File: src/rtl/mteb_pkg.sv
// Package for the multi-timer elapse bank: sizes, command codes, timer phase
// encoding and the structs passed between the top level and the timer cells.
// No dependencies.
`default_nettype none

package mteb_pkg;

  // Number of timers built into the bank (1 to 5).
  localparam int NUM_TIMERS = 5;

  // Fixed field widths.
  localparam int TIME_W    = 16;
  localparam int MASK_W    = 5;
  localparam int CMD_W     = 2;
  localparam int IDX_W     = 3;
  localparam int CFG_IDX_W = 3;

  // Command codes; any other code only returns a status result.
  localparam logic [CMD_W-1:0] CMD_TICK  = 2'd0;
  localparam logic [CMD_W-1:0] CMD_SCAN  = 2'd1;
  localparam logic [CMD_W-1:0] CMD_START = 2'd2;

  // Life cycle of one timer.
  typedef enum logic [1:0] {
    PH_IDLE    = 2'd0,
    PH_STARTED = 2'd1,
    PH_RUNNING = 2'd2,
    PH_ELAPSED = 2'd3
  } phase_t;

  // Per-cell strobes for one accepted beat.
  typedef struct packed {
    logic scan;
    logic start;
    logic dur_we;
  } cell_ctl_t;

  // Status masks handed along the cell chain.
  typedef struct packed {
    logic [NUM_TIMERS-1:0] elapsed;
    logic [NUM_TIMERS-1:0] running;
  } mask_t;

endpackage

`default_nettype wire

File: src/rtl/mteb_cell.sv
// One timer cell: phase, start stamp and duration of a single timer. It adds its
// own status bits to the masks handed in from its neighbor. Depends on mteb_pkg.
`default_nettype none

module mteb_cell import mteb_pkg::*; (
  input  wire logic              clk,
  input  wire logic              rst_n,
  input  wire cell_ctl_t         ctl,
  input  wire logic [TIME_W-1:0] time_base,
  input  wire logic [TIME_W-1:0] dur_wdata,
  input  wire mask_t             mask_in,
  output      mask_t             mask_out
);

  phase_t            phase_r, phase_nxt;
  logic [TIME_W-1:0] stamp_r, stamp_nxt;
  logic [TIME_W-1:0] dur_r, dur_nxt;
  logic [TIME_W-1:0] diff;

  // Ticks gone by since the timer began running, modulo the time base width.
  assign diff = time_base - stamp_r;

  // Phase and stamp update for a start or a scan.
  always_comb begin
    phase_nxt = phase_r;
    stamp_nxt = stamp_r;
    if (ctl.start) begin
      phase_nxt = PH_STARTED;
    end else if (ctl.scan) begin
      case (phase_r)
        PH_RUNNING: begin
          if (diff >= dur_r) begin
            phase_nxt = PH_ELAPSED;
          end
        end
        PH_STARTED: begin
          stamp_nxt = time_base;
          phase_nxt = PH_RUNNING;
        end
        default: begin
        end
      endcase
    end
  end

  // Duration register write.
  assign dur_nxt = ctl.dur_we ? dur_wdata : dur_r;

  // Shift this cell's bits in below the neighbor's bits.
  always_comb begin
    mask_out.elapsed = (mask_in.elapsed << 1)
                     | NUM_TIMERS'(phase_nxt == PH_ELAPSED);
    mask_out.running = (mask_in.running << 1)
                     | NUM_TIMERS'(phase_nxt == PH_RUNNING);
  end

  // Control state and duration registers.
  always_ff @(posedge clk) begin
    if (!rst_n) begin
      phase_r <= PH_IDLE;
      dur_r   <= '0;
    end else begin
      phase_r <= phase_nxt;
      dur_r   <= dur_nxt;
    end
  end

  // The stamp is only read while running, which needs a scan that loads it.
  always_ff @(posedge clk) begin
    stamp_r <= stamp_nxt;
  end

endmodule

`default_nettype wire
File: config.mk
export PLATFORM = sky130hd
export DESIGN_NAME = mteb_cell
export DESIGN_NICKNAME = d
export VERILOG_FILES = /design/src/rtl/mteb_pkg.sv /design/src/rtl/mteb_cell.sv
export SDC_FILE = /design/constraint.sdc
export NUM_CORES = 1
export LEC_CHECK = 0
export CAP_MARGIN = 15
export CORE_ASPECT_RATIO = 1.75
export CORE_UTILIZATION = 55
export DETAILED_ROUTE_END_ITERATION = 7
export DONT_BUFFER_PORTS = 1
export PLACE_DENSITY = 0.7
export SYNTH_ARGS = -nofsm -noshare
export SYNTH_HDL_FRONTEND = slang
export SYNTH_SLANG_ARGS = --single-unit
File: constraint.sdc
create_clock -name clk -period 8.4 [get_ports clk]
set_input_delay 1.68 -clock clk [delete_from_list [all_inputs] [get_ports clk]]
set_output_delay 1.68 -clock clk [all_outputs]
set_load 0.005 [all_outputs]
# [Word-level counts from Yosys, hierarchy flattened]
# Cells that the tools add are included.
[totals] register_bits=34 in_bits=47 out_inout_bits=10 elab_cells=17
[classes] n_addsub=1 order_cmp=1 eq_ne=4 n_mux=4 bitwise=3 reduce_logical=1
[ops] cell="$ge A16 B16 Y1" count=1
[ops] cell="$sub A16 B16 Y16" count=1
[ops] cell="$or A5 B1 Y5" count=2
[ops] cell="$eq A2 B2 Y1 const B" count=3
[ops] cell="$mux W2" count=3
[ops] cell="$pmux W2 S2" count=1
[ops] cell="$reduce_and A3 Y1" count=1
[ops] cell="$eq A2 B1 Y1 const B" count=1
[ops] cell="$not A1 Y1" count=1

# [Logic depth before layout (Yosys ltp)]
# Gate-level depths: netlist (run 1).
[logic_depth] depth_word=8 depth_mapped=16 mapped_depth_nobuf=16

# [Worst setup path after synthesis (run 1)]
# OpenSTA, ideal clock, no wires.
[synth_timing] kind="input port to output port" from="input port time_base[1]" to="output port mask_out[0] (netlist bit)" arrival_time_ns=4.402 t_required_ns=6.720 setup_slack_ns=2.318 cell_stages=14 n_path_buf=0 cell_sequence="ha_1 > nor2b_4 > o31a_1 > or4_4 > a21boi_4 > o21a_1 > o311ai_1 > ha_1 > a21oi_1 > o21ai_0 > a211oi_1 > o21ai_0 > a21oi_1 > o21a_1"
[synth_rtl] item="from (decl)" line_no="mteb_cell.sv:9" source="input wire logic [TIME_W-1:0] time_base,"
[synth_rtl] item="to (decl)" line_no="mteb_cell.sv:12" source="output mask_t mask_out"

==> metrics.md, run 1 <==
| Metric | Value |
|---|---|
| Worst Reg-to-Reg Cells | 15 |
| WS Path Type | in2out |
| Seq cells post-synth | 34 |
| Via density per instance | 5.580 |
| Slowest stage cell, crit path | or4_4 |
| Number of global-route vias before repair | 1,779 |
| Power share of the clock group | 30.7% |
| Post-Layout Cell Count | 314 |
| Hold endpoint | dur_r[1] |
| Worst setup EP type | primary output |
| TritonCTS Buffers | 5 |
| Number of port buffers | 0 |
| CP peak stage delay | 0.51 ns |
| Clock skew | 0.009569 ns |
| Synth Area per Inst | 9.307 um2 |
| Worst path top cell family by delay | compound AO/OA/AOI/OAI gates |
| DIE HEIGHT | 90.92 um |
| Synth area leader | edfxtp_1 |
| Synth-to-layout area growth | 3.172% |
| Hpwl dp | 3.614 mm |
| RSZ-0062 raised after global routing | false |
| Status | finished clean |
| Startpoint types | input port |
| Net Sw Frac | 27.68% |
| Setup bufs post-CTS | 0 |
| Final setup viols | 0 |
| Worst r2r src | stamp_r[1] |
| Dpl cells | 306 |
| R2r endpoint | phase_r[0] |
| Core area | 0.004364 mm2 |
| Final setup margin | 2.002 ns |
| Hold depth | 2 |
| Worst EP required | 6.72 ns |
| Number of flops mapped to enable cells by yosys | 16 |
| Top_reg_cell synth | dfxtp_1 |
| Initial DRT Pass Iterations | 4 |
| Fin. Hold Viols | 0 |
| Critical path arrival | 4.72 ns |
| Max cap viols | 0 |
| P_leak | 1.125 nW |
| CTS Sinks | 34 |
| Slew @ Worst Pin | 0.7418 ns |
| Starting density of the core | 56.94% |
| Syn. warnings | 0 |
| Gate count of the mapped netlist | 267 |
| P_int | 0.0002912 W |
| CP max FO | 4 |
| Row Count | 32 |
| Largest net degree at the start of global routing | 19 |
| Initial antenna violation count | 0 |
| Post-CTS sizing | 0 |
| Worst VDD drop | 0.00009440 V |
| Seq pwr share | 45.9% |
| DRC viols | 0 |
| Hold-fix buffers, CTS | 0 |
| Clock-pin slew of the registers on the worst-case setup and hold paths | 0.06 ns |
| Switching pwr | 0.0001115 W |
| Final slew viol count | 0 |
| Total Routing Usage GR | 20.74% |
| Tmin final | 6.398 ns |
| Worst-Skew Late Latency | 0.29 ns |
| DR WL/cell | 14.09 um |
| Reg-to-reg slack, setup | 4.89 ns |
| Unique cell type count in the Yosys netlist | 44 |
| Vias post-DR | 1,752 |
| Post-synth top area share | 19.34% |
| Worst hold path type | reg2reg |
| Tcrit/Tclk final | 76.17% |
| IO Pins | 57 |
| Mapped Nets | 349 |
| Share of cells above drive strength 1 | 4.183% |
| Final estimated routing congestion in global placement | 0.8643 |
| Initial DRC Count | 30 |
| Post-Place Worst Slack | 2.004 ns |
| Post-synth top cells | inv_1 (38), ha_1 (34), a21oi_1 (19) |
| Grt ovf | 0 |
| Diodes inserted | 0 |
| Synth area leaders | edfxtp_1 (19%), ha_1 (17%), dfxtp_1 (15%) |
| Die X-Extent | 52.81 um |
| Max Freq | 156.3 MHz |
| Fin util | 58.74% |
| Full die area | 0.004801 mm2 |
| Worst path cell trace | ha_1 -> nor2b_4 -> o31a_1 -> or4_4 -> a21boi_4 -> o21a_1 -> o311ai_1 -> ha_1 -> a21oi_1 -> o21ai_0 -> a211oi_1 -> o21ai_0 -> a21oi_1 -> o21a_1 |
| Root buffer cell | clkbuf_8 |
| Power Dens Cells | 157.1 mW/mm2 |
| H-tree depth | 2 |
| CTS max path bufs | 2 |
| Slew headroom | 50.55% |
| TNS Setup | 0 ns |
| Nets | 344 |
| WP buf/inv | 0 |
| TritonCTS clock tree | done |
| Hold_sp | dur_r[1] |
| Global-route wire length before repair | 7.272 mm |
| Sequential-to-total area share from yosys stat | 33.84% |
| Async set-reset flop share out of synthesis | 0% |
| Post-route ant nets | 0 |
| Logic pwr share | 23.4% |
| Top-count cell post-synth | inv_1 |
| Post-Route WL | 4.425 mm |
| Synthesized cell area | 0.002485 mm2 |
through the flow:
stage	hold slack, ns	cell area, um2	power, W
after floorplan	0.4826	2485	0.0002695
after global placement	0.4987	2472	0.0002798
after detailed placement	0.5032	2472	0.0002834
after CTS	0.5242	2564	0.0004085
after global routing	0.5340	2564	0.0004277
final	0.5175	2564	0.0004027
sequential cells by signal, indices dropped and copies added, names as in the netlist:
signal and flops:
phase_r 2, dur_r 16, stamp_r 16
worst reg2reg max path, delay by kind of cell (launching register included):
family | cells | cell delay, ns
AOI/OAI and AO/OA | 10 | 1.73
buffers and inverters | 1 | 0.08
and+or+nand+nor | 2 | 0.64
adders and majority gates | 2 | 0.55
DFF | 1 | 0.42
worst max path at each step:
| stage | startpoint | endpoint | slack, ns | depth (start not counted) |
|---|---|---|---|---|
| 2_1_floorplan | time_base[1] | mask_out[0] | 2.32 | 14 |
| 3_3_place_gp | time_base[0] | mask_out[0] | 2.02 | 16 |
| 3_5_place_dp | time_base[0] | mask_out[0] | 2.00 | 16 |
| 4_1_cts | time_base[0] | mask_out[0] | 1.99 | 16 |
| 5_1_grt | time_base[0] | mask_out[0] | 1.63 | 16 |
| 6_report | time_base[1] | mask_out[0] | 2.00 | 14 |
power groups by stage:
stage	combinational, W	sequential (W)	clock [W]
2_1_floorplan	0.0000821	0.000187	0
3_3_place_gp	0.0000914	0.000188	0
3_5_place_dp	0.0000949	0.000189	0
4_1_cts	0.0000954	0.000185	0.000128
5_1_grt	0.000108	0.000186	0.000134
6_report	0.0000942	0.000185	0.000124
layout make-up:
| class | instances | area [um2] |
|---|---|---|
| Clock buffer | 7 | 86.33 |
| Clock inverter | 1 | 5.005 |
| Multi-Input combinational cell | 183 | 1425 |
| Fill cell | 409 | 1800 |
| Tap cell | 51 | 63.81 |
| Sequential cell | 34 | 840.8 |
| Inverter | 38 | 142.6 |
cells in the final DEF (no fill, tap or decap), types with 10 or more instances in the layout:
| master | n |
|---|---|
| inv_1 | 38 |
| mux2i_1 | 16 |
| nand2_1 | 11 |
| ha_1 | 34 |
| a21oi_1 | 19 |
| nor2_1 | 10 |
| dfxtp_1 | 18 |
| nor2b_1 | 18 |
| o21ai_0 | 11 |
| edfxtp_1 | 16 |
logic make-up after synthesis:
logic type | after synthesis | share of synthesized area, %
adders and majority gates | 35 | 17.93
buffers and inverters | 50 | 8.812
DFF | 34 | 33.84
muxes | 16 | 6.445
AOI/OAI and AO/OA | 54 | 14.00
and+or+nand+nor | 67 | 15.11
xor gates and xnor gates | 11 | 3.877
metal layers:
metal / GRT usage [%] / vias to the layer above / part of all wire, %
met5: 0 / - / 0
met4: 12.28 / 0 / 3.0
met2: 37.97 / 25 / 56
li1: - / 911 / -
met1: 19.64 / 803 / 38
met3: 4.209 / 13 / 2.9
Note: power is estimated with default switching activity, not from simulation.
==> run 2, diff against run 1 <==
- ABC_AREA: not set -> 1
- clock period: 8.4 -> 6.3 ns (I/O delays scaled with it)
==> metrics.md, run 2 <==
| Metric | Value |
|---|---|
| Startpoint types | input port |
| Footprint of the multi-input gates | 0.001259 mm2 (-12%) |
| Number of port buffers | 0 (unchanged) |
| Async set-reset flop share out of synthesis | 0% (unchanged) |
| Fin. Hold Viols | 0 (unchanged) |
| Post-synth top cells | inv_1 (56), nand2_1 (42), ha_1 (34) |
| Mapped Nets | 368 (+5.4%) |
| Starting density of the core | 57.55% (+0.61 points) |
| CP max FO | 3 (-1) |
| DRC viols | 0 (unchanged) |
| CTS Sinks | 34 (unchanged) |
| Critical path arrival | 3.73 ns (-0.99 ns) |
| Post-Route WL | 4.351 mm (-1.7%) |
| Status | finished clean |
| Syn. warnings | 0 (unchanged) |
| Core area | 0.004150 mm2 (-4.9%) |
| Initial antenna violation count | 0 (unchanged) |
| Grt ovf | 0 (unchanged) |
| Nets | 364 (+5.8%) |
| Slew headroom | 51.03% (+0.48 points) |
| DR WL/cell | 13.11 um (-7.0%) |
| P_leak | 1.181 nW (+5.0%) |
| Worst setup EP type | primary output |
| Synth area leaders | edfxtp_1 (20%), ha_1 (18%), dfxtp_1 (15%) |
| Slowest stage cell, crit path | fa_1 |
| Post-synth top area share | 20.12% (+0.78 points) |
| Max Freq | 200.5 MHz |
| Synth-to-layout area growth | 3.562% |
| Worst-Skew Late Latency | 0.28 ns (about the same) |
| Clock skew | 0.005507 ns (-0.004062 ns) |
| Number of global-route vias before repair | 1,666 (-6.4%) |
| Initial DRC Count | 27 (-10%) |
| Most common cell after layout, fill and taps aside | inv_1 |
| Synthesized cell area | 0.002389 mm2 (-3.9%) |
| Final slew viol count | 0 (unchanged) |
| Seq. cell area | 840.8 um2 (unchanged) |
| Synth Area per Inst | 8.352 um2 (-10%) |
| Top-count cell post-synth | inv_1 |
| Worst hold path type | reg2reg |
| Number of flops mapped to enable cells by yosys | 16 (unchanged) |
| Setup bufs post-CTS | 0 (unchanged) |
| DIE HEIGHT | 89.18 um (-1.9%) |
| Most frequent cells in the layout | inv_1 (56), nand2_1 (42), ha_1 (34), a21oi_1 (33), o21ai_0 (19) |
| Global-route wire length before repair | 6.851 mm (-5.8%) |
| Synth area leader | edfxtp_1 |
| TritonCTS Buffers | 5 (unchanged) |
| Power Dens Cells | 218.7 mW/mm2 (+39%) |
| Placed inst area | 0.002382 mm2 (-3.6%) |
| Initial DRT Pass Iterations | 4 (unchanged) |
| TritonCTS clock tree | done |
| TNS Setup | 0 ns (unchanged) |
| Hold-fix buffers, CTS | 0 (unchanged) |
| Sequential-to-total area share from yosys stat | 35.20% (+1.4 points) |
| Total Routing Usage GR | 20.53% (-0.21 points) |
| Tcrit/Tclk final | 79.15% |
| Worst EP required | 5.04 ns (-1.68 ns) |
| Post-route ant nets | 0 (unchanged) |
| Seq cells post-synth | 34 (unchanged) |
| Final setup viols | 0 (unchanged) |
| Final Instance Area | 0.002474 mm2 (-3.5%) |
| Worst path top cell family by delay | adder cells |
| Hpwl dp | 3.581 mm (-0.94%) |
| Final estimated routing congestion in global placement | 0.8112 (-6.1%) |
| RSZ-0062 raised after global routing | false |
| Share of cells above drive strength 1 | 9.187% (+5.0 points) |
| Largest net degree at the start of global routing | 32 (+13) |
| Worst path cell trace | inv_1 -> ha_1 -> fa_1 -> o21ai_2 -> a21boi_2 -> o21ai_2 -> a21oi_2 -> xor2_1 -> ha_1 -> nand2_1 -> o21bai_1 -> a21oi_1 -> nor2_1 -> nand2_1 -> nand2_1 -> nand2_1 -> nand2_1 -> nor2_1 |
| Unique cell type count in the Yosys netlist | 28 (-36%) |
| Vias post-DR | 1,748 (-0.23%) |
| Clock-pin slew of the registers on the worst-case setup and hold paths | 0.07 ns (about the same) |
| Row Count | 31 (-3.1%) |
| Slew @ Worst Pin | 0.7337 ns (-0.008019 ns) |
| Fillers | 385 (-5.9%) |
| IO Pins | 57 (unchanged) |
| H-tree depth | 2 (unchanged) |
| Via density per instance | 5.265 (-5.6%) |
| CTS max path bufs | 2 (unchanged) |
| Top_reg_cell synth | dfxtp_1 |
| WS Path Type | in2out |
| Largest registers | dur_r x16, stamp_r x16, phase_r x2 |
| Max cap viols | 0 (unchanged) |
| Post-CTS sizing | 0 (unchanged) |
| Worst hold slack | 0.4701 ns (-0.04737 ns) |
| Root buffer cell | clkbuf_8 |
| Diodes inserted | 0 (unchanged) |
| Gate count of the mapped netlist | 286 (+7.1%) |
| Die X-Extent | 51.82 um (-1.9%) |
| Full die area | 0.004621 mm2 (-3.8%) |
| CP most frequent cell | nand2_1 |
| WP buf/inv | 1 (+1) |
| Worst VDD drop | 0.0001688 V (+79%) |
| Tmin final | 4.986 ns |
| CP peak stage delay | 0.42 ns (-0.09 ns) |
## run 2: cell types whose count changed after synthesis, moves of 4 or more
cell     delta
nor2b_1    -18
inv_1      +18
nand2_1    +31
a21oi_1    +14
mux2i_1    -16
o21ai_0     +8
a21oi_2     +5
o21ai_2     +4
o21a_1      -4
xor2_1      +6
## run 2: final cells by class
cell class                      instances  area share [%]
Tap cell                               49           2.479
Clock buffer                            7           3.490
Inverter                               57           8.649
Clock inverter                          1          0.2023
Multi-Input combinational cell        183           50.89
Timing Repair Buffer                    1          0.3035
Sequential cell                        34           33.99
## run 2: cell families (layout without fill, tap and decap cells)
group | after synthesis | in the layout | synth area share (%)
AOI/OAI and AO/OA | 67 | 67 | 16.19
and+or+nand+nor | 66 | 66 | 12.05
buffers and inverters | 69 | 66 | 12.10
adders and majority gates | 35 | 35 | 18.65
xor gates and xnor gates | 15 | 15 | 5.815
DFF | 34 | 34 | 35.20
## run 2: metal layers
metal / track usage, % / part of all wire (%) / up-vias
met4: 12.04 / 3.5 / 0
li1: - / - / 917
met5: 0 / 0 / -
met3: 4.082 / 3.1 / 12
met2: 38.72 / 57 / 28
met1: 19.94 / 37 / 791
## run 2: power by group
part	total, W	leakage (nW)	switching, W	internal (W)
Sequential	0.000246	0.295	0.00000313	0.000242
Combinational	0.000129	0.837	0.0000767	0.0000526
Clock	0.000166	0.0482	0.0000781	0.0000881
Total	0.000541	1.18	0.000158	0.000383
## run 2: worst paths after layout
kind / start / endpoint / slack [ns] / cells after the start
hold reg to reg: dur_r[13] / dur_r[13] / 0.47 / 2
setup reg to reg: stamp_r[0] / phase_r[0] / 3.40 / 17
hold / removal: dur_r[13] / dur_r[13] / 0.47 / 2
setup / recovery: time_base[0] / mask_out[5] / 1.31 / 18
## run 2: tightest hold or removal path, cell delays in order, from the launching register on
cell	delay (ns)
dfxtp_1	0.30
inv_1	0.07
a21oi_1	0.06
## run 2: stage by stage
stage / cells / power [W] / worst slack [ns] / utilization (%)
after floorplan: 286 / 0.0003601 / 1.531 / -
after global placement: 324 / 0.0003760 / 1.353 / 57.40
after detailed placement: 324 / 0.0003811 / 1.310 / 57.40
after CTS: 332 / 0.0005481 / 1.302 / 59.60
after global routing: 332 / 0.0005755 / 1.104 / 59.60
final: 332 / 0.0005410 / 1.314 / 59.60
==> run 3, diff against run 2 <==
- clock period: 6.3 -> 5 ns (I/O delays scaled with it)
==> metrics.md, run 3 (same netlist as run 2, synthesis figures left out) <==
| Metric | Value |
|---|---|
| Grt ovf | 0 (unchanged) |
| Die X-Extent | 51.82 um (unchanged) |
| Post-CTS sizing | 0 (unchanged) |
| IO Pins | 57 (unchanged) |
| Post-Route WL | 4.339 mm (-0.28%) |
| Final Instance Area | 0.002486 mm2 (+0.51%) |
| TritonCTS clock tree | done |
| Status | finished clean |
| Worst VDD drop | 0.0002671 V (+58%) |
| Hold-fix buffers, CTS | 0 (unchanged) |
| Critical path arrival | 3.44 ns (-0.29 ns) |
| Final estimated routing congestion in global placement | 0.8813 (+8.6%) |
| Clock skew | 0.005211 ns (-0.0002960 ns) |
| Placed inst area | 0.002382 mm2 (unchanged) |
| WS Path Type | in2out |
| Synth-to-layout area growth | 4.086% |
| CP max FO | 3 (unchanged) |
| Clock-pin slew of the registers on the worst-case setup and hold paths | 0.07 ns (about the same) |
| Max cap viols | 0 (unchanged) |
| Fillers | 370 (-3.9%) |
| Initial DRC Count | 10 (-63%) |
| Tcrit/Tclk final | 88.81% |
| Post-Place Worst Slack | 0.5495 ns (-0.7605 ns) |
| Final setup margin | 0.5595 ns (-0.7541 ns) |
| Final slew viol count | 0 (unchanged) |
| TNS Setup | 0 ns (unchanged) |
| Full die area | 0.004621 mm2 (unchanged) |
| Worst hold path type | reg2reg |
| TritonCTS Buffers | 5 (unchanged) |
| Largest registers | dur_r x16, stamp_r x16, phase_r x2 |
| DRC viols | 0 (unchanged) |
| Power Dens Cells | 282.2 mW/mm2 (+29%) |
| Global-route wire length before repair | 7.134 mm (+4.1%) |
| Worst setup EP type | primary output |
| P_leak | 1.189 nW (+0.67%) |
| CTS max path bufs | 2 (unchanged) |
| Starting density of the core | 57.55% (unchanged) |
| Root buffer cell | clkbuf_8 |
| Share of cells above drive strength 1 | 9.541% (+0.35 points) |
| DIE HEIGHT | 89.18 um (unchanged) |
| Via density per instance | 5.184 (-1.5%) |
| DR WL/cell | 13.07 um (-0.28%) |
| Post-route ant nets | 0 (unchanged) |
| Row Count | 31 (unchanged) |
| Slew headroom | 50.88% (-0.15 points) |
| Worst-Skew Late Latency | 0.29 ns (about the same) |
| CTS Sinks | 34 (unchanged) |
| Vias post-DR | 1,721 (-1.5%) |
| RSZ-0062 raised after global routing | false |
| Final setup viols | 0 (unchanged) |
| Total Routing Usage GR | 21.30% (+0.77 points) |
| Most frequent cells in the layout | inv_1 (56), nand2_1 (42), ha_1 (34), a21oi_1 (33), o21ai_0 (19) |
| Tmin final | 4.441 ns |
| Reg-to-reg slack, setup | 2.12 ns (-1.28 ns) |
| Initial DRT Pass Iterations | 4 (unchanged) |
| Worst EP required | 4.00 ns (-1.04 ns) |
| Number of global-route vias before repair | 1,778 (+6.7%) |
| Nets | 364 (unchanged) |
| Startpoint types | input port |
| Fin. Hold Viols | 0 (unchanged) |
| Slew @ Worst Pin | 0.7360 ns (+0.002224 ns) |
| Max Freq | 225.2 MHz |
| H-tree depth | 2 (unchanged) |
| Diodes inserted | 0 (unchanged) |
| Number of port buffers | 0 (unchanged) |
| Hpwl dp | 3.525 mm (-1.6%) |
| Core area | 0.004150 mm2 (unchanged) |
| Largest net degree at the start of global routing | 32 (unchanged) |
| Most common cell after layout, fill and taps aside | inv_1 |
| Initial antenna violation count | 0 (unchanged) |
| Setup bufs post-CTS | 0 (unchanged) |
[run 3: worst paths after layout]
| kind | depth (start not counted) | to | startpoint |
|---|---|---|---|
| hold / removal | 2 | dur_r[13] | dur_r[13] |
| setup / recovery | 18 | mask_out[5] | time_base[0] |
| setup reg to reg | 17 | phase_r[0] | stamp_r[0] |
| hold reg to reg | 2 | dur_r[13] | dur_r[13] |
[run 3: cell type report]
type	instances	area [um2]	share of cell area [%]
Clock buffer	6	93.84	3.775
Inverter	57	214.0	8.606
Timing Repair Buffer	1	7.507	0.3020
Multi-Input combinational cell	183	1259	50.63
Sequential cell	34	840.8	33.82
Tap cell	49	61.31	2.466
Clock inverter	2	10.01	0.4026
[run 3: per-stage QoR]
step           cells  hold WS, ns  utilization [%]  power [W]
6_report         332       0.4655            59.90  0.0007016
5_1_grt          332       0.4910            59.90  0.0007454
4_1_cts          332       0.4705            59.90  0.0007103
3_5_place_dp     324       0.4577            57.40  0.0004801
3_3_place_gp     324       0.4580            57.40  0.0004737
2_1_floorplan    286       0.4347                -  0.0004538
[run 3: metal layers]
metal / GRT usage (%) / up-vias / share of wire, % / wire, um
met2: 41.09 / 29 / 57 / 2476
met5: 0 / - / 0 / 0
li1: - / 911 / - / -
met4: 12.53 / 0 / 3.3 / 144
met1: 19.85 / 770 / 36 / 1568
met3: 4.252 / 11 / 3.5 / 150
[run 3: worst max-delay path, stage by stage]
cell      delay (ns)
inv_1           0.02
ha_1            0.23
fa_1            0.43
o21ai_2         0.23
a21boi_2        0.10
o21ai_2         0.18
a21oi_2         0.08
xor2_1          0.14
ha_1            0.28
nand2_1         0.06
o21bai_1        0.15
a21oi_1         0.13
nor2_1          0.05
nand2_1         0.07
nand2_1         0.05
nand2_1         0.07
nand2_1         0.07
nor2_1          0.11
[run 3: where the power goes]
group	leakage (nW)	total [W]	internal [W]	switching, W
Sequential	0.295	0.000309	0.000305	0.00000375
Clock	0.0561	0.000229	0.000127	0.000103
Combinational	0.837	0.000163	0.0000667	0.0000965
Total	1.19	0.000702	0.000499	0.000203
